[src/rtl/prs_pkg.sv]
// Shared types, constants and codes for the propensity reaction selector.
`default_nettype none

package prs_pkg;

	localparam int MAX_REACTIONS_DEF = 256;
	localparam int PROP_BITS_DEF     = 32;

	localparam int NUM_W       = 9;
	localparam int REACT_W     = 8;
	localparam int PROP_IN_W   = 32;
	localparam int FRAC_W      = 32;
	localparam int STATUS_W    = 2;
	localparam int TOTAL_OUT_W = 40;

	// Width of one partial product slice of the threshold multiplier.
	localparam int MUL_W = 32;

	localparam logic OP_WRITE  = 1'b0;
	localparam logic OP_SELECT = 1'b1;

	localparam logic [STATUS_W-1:0] STATUS_SELECTED    = 2'd0;
	localparam logic [STATUS_W-1:0] STATUS_NO_REACTION = 2'd1;
	localparam logic [STATUS_W-1:0] STATUS_WRITE_DONE  = 2'd2;

	typedef struct packed {
		logic                 operation;
		logic [REACT_W-1:0]   reaction;
		logic [PROP_IN_W-1:0] propensity;
		logic [FRAC_W-1:0]    random_fraction;
	} item_t;

	typedef struct packed {
		logic [REACT_W-1:0]     selected_reaction;
		logic [STATUS_W-1:0]    status;
		logic [TOTAL_OUT_W-1:0] total_out;
	} result_t;

	typedef enum logic [2:0] {
		S_CLEAR,
		S_IDLE,
		S_WRITE,
		S_SCALE,
		S_WALK,
		S_FINISH,
		S_RESULT
	} state_t;

endpackage

`default_nettype wire

[src/rtl/prs_threshold.sv]
// Multi-cycle threshold unit: floor(fraction * total / 2^32), one 32-bit slice per cycle.
`default_nettype none

module prs_threshold #(
	parameter int TOT_W = 40
) (
	input  wire logic                        clk,
	input  wire logic                        arst_n,
	input  wire logic                        start,
	input  wire logic [prs_pkg::FRAC_W-1:0]  frac,
	input  wire logic [TOT_W-1:0]            total,
	output logic                             done,
	output logic      [TOT_W-1:0]            thr
);

	localparam int MW    = prs_pkg::MUL_W;
	localparam int NCH   = (TOT_W + MW - 1) / MW;
	localparam int SH_W  = NCH * MW;
	localparam int ACC_W = SH_W + MW;
	localparam int CNT_W = $clog2(NCH + 1);

	logic [prs_pkg::FRAC_W-1:0] frac_q;
	logic [SH_W-1:0]            tot_sh_q;
	logic [CNT_W-1:0]           cnt_q;
	logic [2*MW-1:0]            prod_s1;
	logic                       mul_v_s1;
	logic [ACC_W-1:0]           acc_q;
	logic                       done_q;

	always_ff @(posedge clk or negedge arst_n) begin
		if (!arst_n) begin
			cnt_q    <= '0;
			mul_v_s1 <= 1'b0;
			done_q   <= 1'b0;
		end else begin
			done_q   <= mul_v_s1 && (cnt_q == '0);
			mul_v_s1 <= (cnt_q != '0);
			if (start) begin
				cnt_q <= CNT_W'(NCH);
			end else if (cnt_q != '0) begin
				cnt_q <= cnt_q - 1'b1;
			end
		end
	end

	// Slices are taken most significant first, so the accumulator shifts up by one slice.
	always_ff @(posedge clk) begin
		prod_s1 <= (2*MW)'(frac_q) * (2*MW)'(tot_sh_q[SH_W-1 -: MW]);
		if (start) begin
			frac_q   <= frac;
			tot_sh_q <= SH_W'(total);
			acc_q    <= '0;
		end else begin
			if (cnt_q != '0) begin
				tot_sh_q <= tot_sh_q << MW;
			end
			if (mul_v_s1) begin
				acc_q <= (acc_q << MW) + ACC_W'(prod_s1);
			end
		end
	end

	assign done = done_q;
	assign thr  = acc_q[MW +: TOT_W];

endmodule

`default_nettype wire

[config.mk]
export PLATFORM = sky130hd
export DESIGN_NAME = prs_threshold
export DESIGN_NICKNAME = d
export VERILOG_FILES = /design/src/rtl/prs_pkg.sv /design/src/rtl/prs_threshold.sv
export SDC_FILE = /design/constraint.sdc
export NUM_CORES = 2
export LEC_CHECK = 0
export BUFFER_PORTS_ARGS = -buffer_cell sky130_fd_sc_hd__buf_2
export CAP_MARGIN = 40
export CORE_ASPECT_RATIO = 1.25
export CORE_UTILIZATION = 50
export DETAILED_ROUTE_END_ITERATION = 8
export HOLD_SLACK_MARGIN = 0.1
export PLACE_DENSITY = 0.63
export SYNTH_ARGS = -nofsm -noshare
export SYNTH_HDL_FRONTEND = slang
export SYNTH_SLANG_ARGS = --single-unit
[constraint.sdc]
create_clock -name clk -period 8.7 [get_ports clk]
set_input_delay 0.87 -clock clk [delete_from_list [all_inputs] [get_ports clk]]
set_output_delay 0.87 -clock clk [all_outputs]
set_load 0.005 [all_outputs]
==> impl_metrics.tcl <==
set metrics [dict create \
    die_area_sq_um 86370 \
    rsz0062_at_grt "false" \
    outcome "finished clean" \
    fill_cells 7722 \
    synth_seq_cells 236 \
    start_util_pct 50.54 \
    antenna_found_initial 2 \
    synth_cell_types 73 \
    setup_tns_ns 0 \
    min_path_cells 1 \
    cts_root_buf "clkbuf_16" \
    grtUsageTotal_pct 27.91 \
    num_vias 30070 \
    tightest_slew_ns 1.013 \
    async_reset_ff_share_pct 1.695 \
    crit_chain "and2_1 -> fa_1 -> inv_1 -> fa_1 -> fa_1 -> fa_1 -> inv_1 -> fa_1 -> inv_1 -> fa_1 -> inv_1 -> fa_1 -> fa_1 -> ha_1 -> nand4_1 -> nor3_1 -> o211ai_1 -> nand4bb_1 -> o21ai_0 -> o311ai_0 -> nand4_1 -> a21oi_1 -> mux2i_1 -> o2111ai_1" \
    seq_area_frac_synth_pct 12.83 \
    maxCapViolations 0 \
    core_sq_um 84270 \
    crit_arrival_ns 8.77 \
    cp-end-kind "flop" \
    hold_path_class "in2reg" \
    cts_buffer_depth 3 \
    pin_count 116 \
    clkSlewWorstSetupHoldPaths_ns 0.07 \
    crit_top_cell "fa_1" \
    slew_viol_final 0 \
    n_antenna_cell 0 \
    drt_wl_total_mm 115.7 \
    drc 0 \
    hold_violations 0 \
    port_buffers 115 \
    grt_pass1_wl_mm 185.3 \
    dp_hpwl_mm 94.67 \
    synth_top_flop_cell "dfxtp_1" \
    slowest_delay_ns 0.80 \
    grt_start_max_net_pins 85 \
    num_rows 119 \
    overflow 0 \
    fin_crit_ns 8.282 \
    period_share_pct 95.20 \
    cp_num_cells 24 \
    cts_made_buffers 28 \
    regArea_sq_um 5477 \
    cts_setup_buffers 0 \
    syn_avg_cell_area_sq_um 9.440 \
    fmaxAchievable_ghz 0.1207 \
    clock_latency_ns 0.63 \
    crit_type "reg2reg" \
    start_kind "flop" \
    clock_skew_ns 0.02534 \
    crit_family "adder cells" \
    ys_warn_count 0 \
    detail-route-antenna-nets 0 \
    grt_pass1_vias 32930 \
    routabilityCongestion 0.9179 \
    crit_fanout 23 \
    syn-instance-count 4512 \
    synthToLayoutAreaGrowth_pct 6.304 \
    critPathSlowestCell "edfxtp_1" \
    setup-violations-final 0 \
    vias_per_cell 5.377 \
    max_slew_margin_pct 32.46 \
    cts_max_level 1 \
    multi_input_area_sq_um 32440 \
    dr.pass1.iters 5 \
    r2r_cells 24 \
    first_iter_violations 1563 \
    critPathBufInv 4 \
    wl_per_cell_um 20.69 \
    tritoncts "done" \
    synth_area_sq_um 42590 \
    clock_sinks 236 \
    synth_edf_count 72 \
    syn-num-nets 5780 \
    die_x_um 263.1 \
    required_ns 9.19 \
    nNetsFinal 5750 \
    fp.dieH_um 328.3 \
    drive_gt1_share_pct 6.773 \
]
registers in the layout, indices dropped and copies added, names as in the netlist:
| register | count |
|---|---|
| tot_sh_q | 64 |
| acc_q | 72 |
| mul_v_s1 | 1 |
| cnt_q | 2 |
| frac_q | 32 |
| done | 1 |
| prod_s1 | 64 |
kinds of logic after synthesis:
group / synth area share [%]
buf+inv: 11.02
xor+xnor: 1.686
flops: 12.83
simple gates: 16.64
compound gates: 5.103
fa+ha+maj: 50.85
mux: 1.859
cells in the final DEF, fill, tap and decap left out, types with 9 or more instances in the layout:
cell,count
a21oi_1,95
mux2_2,9
o21a_1,12
ha_1,295
and3_1,11
dfxtp_1,154
o21ai_0,43
a211oi_1,16
inv_1,921
fa_1,897
mux2i_1,69
o21bai_1,10
nor2_1,131
buf_4,99
nor2b_1,14
nand3_1,24
nand2_1,510
and2_1,621
clkbuf_16,31
edfxtp_1,72
a21o_1,58
nand4_1,17
nor3_1,19
buf_2,114
xnor2_1,55
a31oi_1,18
xor2_1,27
timing repair:
action	in CTS	in global routing
endpoints found under the setup margin	0	0
resized for setup	0	0
hold buffers	1	0
hold endpoints to repair	4	0
cells in the mapped netlist (9+ instances only):
master | instances | area [sq um]
xor2_1 | 27 | 236.5
mux2i_1 | 69 | 690.7
fa_1 | 897 | 17960
nand3_1 | 24 | 120.1
o21bai_1 | 10 | 75.07
mux2_2 | 9 | 101.4
a21o_1 | 58 | 435.4
dfxtp_1 | 160 | 3203
buf_4 | 40 | 300.3
nor2b_1 | 14 | 87.58
buf_1 | 13 | 48.80
edfxtp_1 | 72 | 2162
nor3_1 | 19 | 95.09
ha_1 | 296 | 3704
nand2_1 | 511 | 1918
a21oi_1 | 95 | 475.5
nor2_1 | 131 | 491.7
inv_1 | 921 | 3457
clkbuf_1 | 233 | 874.6
o21a_1 | 12 | 90.09
and2_1 | 621 | 3885
a211oi_1 | 16 | 120.1
and3_1 | 11 | 68.82
xnor2_1 | 55 | 481.7
nand4_1 | 17 | 106.4
a31oi_1 | 18 | 112.6
o21ai_0 | 43 | 215.2
stage by stage:
stage	setup WS (ns)	cell area (sq um)	hold slack, ns	util [%]	cells
final	0.4178	45280	0.4204	53.73	5592
after detailed placement	0.4917	44310	0.4542	52.58	5540
after global placement	0.6240	44100	0.4435	52.33	5530
after CTS	0.4837	45280	0.3910	53.73	5592
after floorplan	1.410	42590	0.4263	-	4512
after global routing	0.1069	45280	0.3978	53.73	5592
path summary, 6_finish.rpt:
| check | start | to | slack, ns |
|---|---|---|---|
| max | tot_sh_q[34]$_DFFE_PP_ | prod_s1[60]$_DFF_P_ | 0.42 |
| min | frac[11] | frac_q[11]$_DFFE_PP_ | 0.42 |
| max reg2reg | tot_sh_q[34]$_DFFE_PP_ | prod_s1[60]$_DFF_P_ | 0.42 |
| min reg2reg | prod_s1[1]$_DFF_P_ | acc_q[1]$_SDFFE_PP0P_ | 0.47 |
| max in group asynchronous | arst_n | mul_v_s1$_DFF_PN0_ | 7.98 |
| min in group asynchronous | arst_n | cnt_q[0]$_DFFE_PN0P_ | 0.58 |
layer usage:
layer  part of all wire (%)  GRT usage, %
met3                    3.8         2.411
met1                     39         33.54
met5                      0             0
met2                     52         51.02
met4                    4.9         12.19
layout make-up:
cell class	instances	share of cell area (%)
clock buffer	40	1.876
tap	1089	3.009
timing repair buffer	227	3.490
sequential	236	12.10
multi-input combinational	3067	71.64
clock inverter	11	0.2459
inverter	922	7.643
Power is not shown: default switching activity piles up to over one toggle a cycle in this logic, so the estimate is an artifact.
