==> src/rtl/prs_ram.sv <==
// Generic simple dual-port RAM with one write port and a registered read port.
`default_nettype none

module prs_ram #(
	parameter int WIDTH = 8,
	parameter int DEPTH = 256
) (
	input  wire logic                     clk,
	input  wire logic                     we,
	input  wire logic [$clog2(DEPTH)-1:0] waddr,
	input  wire logic [WIDTH-1:0]         wdata,
	input  wire logic [$clog2(DEPTH)-1:0] raddr,
	output logic      [WIDTH-1:0]         rdata
);

	logic [WIDTH-1:0] mem [DEPTH];

	always_ff @(posedge clk) begin
		if (we) begin
			mem[waddr] <= wdata;
		end
		rdata <= mem[raddr];
	end

endmodule

`default_nettype wire

==> config.mk <==
export PLATFORM = sky130hd
export DESIGN_NAME = prs_ram
export DESIGN_NICKNAME = d
export VERILOG_FILES = /design/src/rtl/prs_ram.sv
export SDC_FILE = /design/constraint.sdc
export NUM_CORES = 2
export LEC_CHECK = 0
export BUFFER_PORTS_ARGS = -buffer_cell sky130_fd_sc_hd__buf_2
export CORE_MARGIN = 10
export CORE_UTILIZATION = 50
export CTS_BUF_LIST = sky130_fd_sc_hd__clkbuf_2
export DETAILED_ROUTE_END_ITERATION = 8
export PLACE_DENSITY = 0.76
export REMOVE_ABC_BUFFERS = 1
export SLEW_MARGIN = 15
export SYNTH_ARGS = -nofsm -noshare
export SYNTH_HDL_FRONTEND = slang
export SYNTH_SLANG_ARGS = --single-unit
export TNS_END_PERCENT = 30
==> constraint.sdc <==
create_clock -name clk -period 4.7 [get_ports clk]
set_input_delay 0.235 -clock clk [delete_from_list [all_inputs] [get_ports clk]]
set_output_delay 0.235 -clock clk [all_outputs]
set_load 0.005 [all_outputs]
==> flow_summary.html <==
<table>
<tr><th>Metric</th><th>Value</th></tr>
<tr><th colspan="2">Final layout</th></tr>
<tr><td>Final nets</td><td>around 4300</td></tr>
<tr><td>Commonest cells after routing, fill and taps aside</td><td>sky130_fd_sc_hd__edfxtp_1 (2048), sky130_fd_sc_hd__clkbuf_2 (702), sky130_fd_sc_hd__mux4_2 (454)</td></tr>
<tr><td>Post-synthesis to final-layout area growth</td><td>10.15%</td></tr>
<tr><td>Most frequent standard cell in the layout excluding fill and tap cells</td><td>sky130_fd_sc_hd__edfxtp_1</td></tr>
<tr><td>Filler Cells Inserted</td><td>11660</td></tr>
<tr><td>Share of layout cells above drive strength 1</td><td>between 20 and 30%</td></tr>
<tr><th colspan="2">Clocking</th></tr>
<tr><td>Hold bufs inserted after CTS</td><td>99</td></tr>
<tr><td>H-Tree Depth</td><td>5</td></tr>
<tr><td>CTS max path bufs</td><td>4</td></tr>
<tr><td>Clock-pin slew on the worst setup and hold paths</td><td>about 0.10 ns</td></tr>
<tr><td>PostCTS Resize Cnt</td><td>0</td></tr>
<tr><td>CTS tree</td><td>built</td></tr>
<tr><td>Clock sink total</td><td>a little over 2000</td></tr>
<tr><td>Buffer type at the clock tree root</td><td>sky130_fd_sc_hd__clkbuf_2</td></tr>
<tr><td>Post-CTS setup buffers</td><td>0</td></tr>
<tr><td>Clock network latency to the later pin of the worst-skew pair</td><td>between 1.5 and 2 ns</td></tr>
<tr><td>Number of CTS-inserted buffers</td><td>~480</td></tr>
<tr><th colspan="2">Synth</th></tr>
<tr><td>Number of warnings reported in the yosys synthesis log</td><td>0</td></tr>
<tr><td>FF+latch count, synth</td><td>2056</td></tr>
<tr><td>Mapped cell area</td><td>between 70000 and 80000 um2</td></tr>
<tr><td>Number of different library cells in the post-synthesis netlist</td><td>55</td></tr>
<tr><td>Number of flops mapped to enable cells by yosys</td><td>approximately 2000</td></tr>
<tr><td>Post-synthesis sequential area ratio</td><td>77.50%</td></tr>
<tr><td>Instance count of the mapped netlist</td><td>3733</td></tr>
<tr><td>Most common flop cell mapped by yosys</td><td>sky130_fd_sc_hd__edfxtp_1</td></tr>
<tr><td>Avg Synthesized Cell Area</td><td>21.31 um2</td></tr>
<tr><td>Fraction of registers with async set or reset after synthesis</td><td>0%</td></tr>
<tr><th colspan="2">Pwr</th></tr>
<tr><td>Peak supply drop</td><td>0.0002820 V</td></tr>
<tr><td>Leak pwr</td><td>27.88 nW</td></tr>
<tr><td>Power density cells</td><td>about 380 nW/um2</td></tr>
<tr><td>Switch Pwr</td><td>approximately 8.0 mW</td></tr>
<tr><td>Share of total power in the clock network</td><td>33.5%</td></tr>
<tr><td>Total design power</td><td>between 30 and 40 mW</td></tr>
<tr><td>Relative contribution of combinational cells to total power</td><td>5.8%</td></tr>
<tr><td>Proportion of total power due to net switching</td><td>24.10%</td></tr>
<tr><td>Internal power of the cells</td><td>between 20 and 30 mW</td></tr>
<tr><td>Sequential fraction of design power</td><td>between 60% and 70%</td></tr>
<tr><th colspan="2">Setup path</th></tr>
<tr><td>Delay of the slowest cell on the worst path</td><td>~0.68 ns</td></tr>
<tr><td>Critical path, cell by cell</td><td>mux4_2, a22o_1, a221oi_1, o221ai_1, dlygate4sd3_1, a211oi_1, dlygate4sd3_1, nor4_1, dlygate4sd3_1</td></tr>
<tr><td>Endpoint arrival time on the critical path</td><td>between 6 and 7 ns</td></tr>
<tr><td>Startpoint kind of the worst setup timing path</td><td>flip-flop</td></tr>
<tr><td>Reg2reg start</td><td>mem[24][3]$_DFFE_PP_</td></tr>
<tr><td>Number of cell instances on the worst register-to-register path</td><td>9</td></tr>
<tr><td>Element type at the critical path end</td><td>flip-flop</td></tr>
<tr><td>Worst flop-to-flop path endpoint</td><td>rdata[3]$_DFF_P_</td></tr>
<tr><td>Critical path type</td><td>reg -&gt; reg</td></tr>
<tr><td>Crit-path slowest cell</td><td>sky130_fd_sc_hd__a221oi_1</td></tr>
<tr><td>Setup slack on the worst flop-to-flop path</td><td>around 0.32 ns</td></tr>
<tr><td>Most frequent cell on the critical path</td><td>sky130_fd_sc_hd__dlygate4sd3_1</td></tr>
<tr><td>Largest fanout on the critical path</td><td>1</td></tr>
<tr><td>Required @ worst endpoint</td><td>6.41 ns</td></tr>
<tr><th colspan="2">GRT</th></tr>
<tr><td>Antenna violations before repair</td><td>7</td></tr>
<tr><td>Combined global-route utilization of all metal layers</td><td>between 20% and 30%</td></tr>
<tr><td>Vias in the first global route</td><td>about 42000</td></tr>
<tr><td>Largest net degree at the start of global routing</td><td>~160</td></tr>
<tr><td>Remaining global-route overflow</td><td>0</td></tr>
<tr><td>Wire length of the first global-routing pass</td><td>about 290000 um</td></tr>
<tr><th colspan="2">STA</th></tr>
<tr><td>Top achievable clock speed</td><td>between 200 and 250 MHz</td></tr>
<tr><td>Post-route fraction of the period consumed by the critical path</td><td>93.18%</td></tr>
<tr><td>Hold Slack</td><td>about 0.19 ns</td></tr>
<tr><td>Number of hold-slack violations in the final timing report</td><td>0</td></tr>
<tr><td>Minimum period implied by the final worst setup slack</td><td>about 4.4 ns</td></tr>
<tr><td>Max-slew violation total from the final report</td><td>0</td></tr>
<tr><td>Setup TNS</td><td>0 ns</td></tr>
<tr><td>Final setup violation count</td><td>0</td></tr>
<tr><td>Final worst-path setup slack</td><td>roughly 0.32 ns</td></tr>
<tr><td>Worst Tran Pin Value</td><td>1.207 ns</td></tr>
<tr><td>Unrepaired setup endpoints after global routing</td><td>false</td></tr>
<tr><td>Largest clock skew in the final design</td><td>between 0.15 and 0.2 ns</td></tr>
<tr><td>Worst-case headroom to the max-slew limit</td><td>19.56%</td></tr>
<tr><th colspan="2">Floorplan</th></tr>
<tr><td>Top-level port count</td><td>34</td></tr>
<tr><td>Area of the die</td><td>roughly 180000 um2</td></tr>
<tr><td>Num rows</td><td>between 100 and 150</td></tr>
<tr><td>Core ar.</td><td>approximately 160000 um2</td></tr>
<tr><td>Effective utilization at floorplan</td><td>around half</td></tr>
<tr><td>Die outline width</td><td>between 400 and 500 um</td></tr>
<tr><td>Die Ht</td><td>around 420 um</td></tr>
<tr><th colspan="2">Outcome</th></tr>
<tr><td>Run status</td><td>finished clean</td></tr>
<tr><th colspan="2">Routing</th></tr>
<tr><td>Violation count after the first detailed-routing iteration</td><td>5685</td></tr>
<tr><td>DRT Wirelength</td><td>approximately 190000 um</td></tr>
<tr><td>Total via count after detailed routing</td><td>41600</td></tr>
<tr><td>DRT antenna net count</td><td>0</td></tr>
<tr><td>Via density per instance</td><td>6.225</td></tr>
<tr><td>Drt drc</td><td>0</td></tr>
<tr><td>Routed len/inst</td><td>29.12 um</td></tr>
<tr><td>Number of detailed-route iterations in the first pass</td><td>6</td></tr>
<tr><th colspan="2">Min path</th></tr>
<tr><td>Start point of the worst hold path</td><td>wdata[0]</td></tr>
<tr><td>Path type of the worst min-delay path</td><td>in -&gt; reg</td></tr>
<tr><td>Worst Hold Path EP</td><td>mem[254][0]$_DFFE_PP_</td></tr>
<tr><td>Hold depth</td><td>4</td></tr>
<tr><th colspan="2">Placed design</th></tr>
<tr><td>Detailed placer's ending HPWL</td><td>~110000 um</td></tr>
<tr><td>Buffers added on ports</td><td>33</td></tr>
<tr><td>DP Worst Slack</td><td>around 0.85 ns</td></tr>
<tr><td>Routability congestion estimate from global placement</td><td>approximately 0.85</td></tr>
<tr><th colspan="2">Run</th></tr>
<tr><td>Max Cap Violations</td><td>0</td></tr>
</table>
==> sequential cells by signal, indices dropped and copies added, names as in the netlist <==
signal  cells
rdata       8
mem      2048
==> cells by family (layout without fill, tap and decap cells) <==
group	after synthesis	count (layout)	share of synthesized area, %
other cells	0	11	0
compound gates	385	385	3.419
flops	2056	2056	77.50
mux	591	591	14.62
buf+inv	235	1101	1.831
simple gates	466	466	2.628
==> layout make-up <==
type	instances	area [um2]	area share, %
tap	2072	2592	2.958
timing repair buffer	258	2572	2.936
clock buffer	702	3513	4.009
antenna	11	27.53	0.03141
clock inverter	139	753.2	0.8595
sequential	2056	61660	70.36
inverter	2	7.507	0.008567
multi-input combinational	1442	16500	18.83
==> worst max-delay path: cells and delay by family, from the launching register on <==
family	cells	cell delay, ns
flops	1	0.38
compound gates	4	1.49
buf+inv	3	1.84
simple gates	1	0.06
mux	1	0.45
==> worst max-delay path by stage <==
stage,from,to,slack (ns)
finish,mem[24][3]$_DFFE_PP_,rdata[3]$_DFF_P_,0.32
global route,mem[35][3]$_DFFE_PP_,rdata[3]$_DFF_P_,0.20
CTS,mem[43][3]$_DFFE_PP_,rdata[3]$_DFF_P_,0.42
detailed placement,raddr[0],rdata[2]$_DFF_P_,0.85
global placement,raddr[0],rdata[6]$_DFF_P_,0.83
floorplan,raddr[2],rdata[6]$_DFF_P_,2.06
==> routing by layer <==
| layer | share of wire, % | track usage [%] | vias to the layer above |
|---|---|---|---|
| met4 | 4.9 | 11.40 | 2 |
| met1 | 36 | 29.22 | 21190 |
| met3 | 11 | 6.016 | 511 |
| met5 | 0.0067 | 0 | - |
| met2 | 48 | 33.96 | 2848 |
| li1 | - | - | 17040 |
==> cell usage after synthesis, drive strengths merged, types with 14 or more instances <==
library cell	count	area share, %
a22oi	133	1.3
o22ai	28	0.22
buf	122	1.3
mux2i	134	1.7
nor2b	31	0.24
edfxtp	2048	77
nand2	33	0.16
o221ai	47	0.53
nor4	27	0.24
nor2	282	1.3
nor3	22	0.14
a221oi	14	0.16
mux4	456	13
clkbuf	111	0.52
a211oi	16	0.15
nand3	34	0.21
a21oi	96	0.60
==> power by group through the flow <==
stage                     combinational [mW]  clock (mW)  sequential, mW
after global placement                  1.76           0            20.6
after CTS                               1.90        11.3            20.2
after floorplan                        0.709           0            20.6
after detailed placement                1.79           0            20.7
after global routing                    2.00        12.3            20.2
final                                   1.92        11.2            20.2
==> metrics by stage <==
stage / util (%) / instance area (um2) / instances
after floorplan: - / 78110 / 3500
after global placement: 51.95 / 82190 / 5731
after detailed placement: 51.96 / 82210 / 5731
after CTS: 55.38 / 87600 / 6671
after global routing: 55.38 / 87620 / 6676
final: 55.39 / 87630 / 6682
Power figures use the tool's default switching activity.
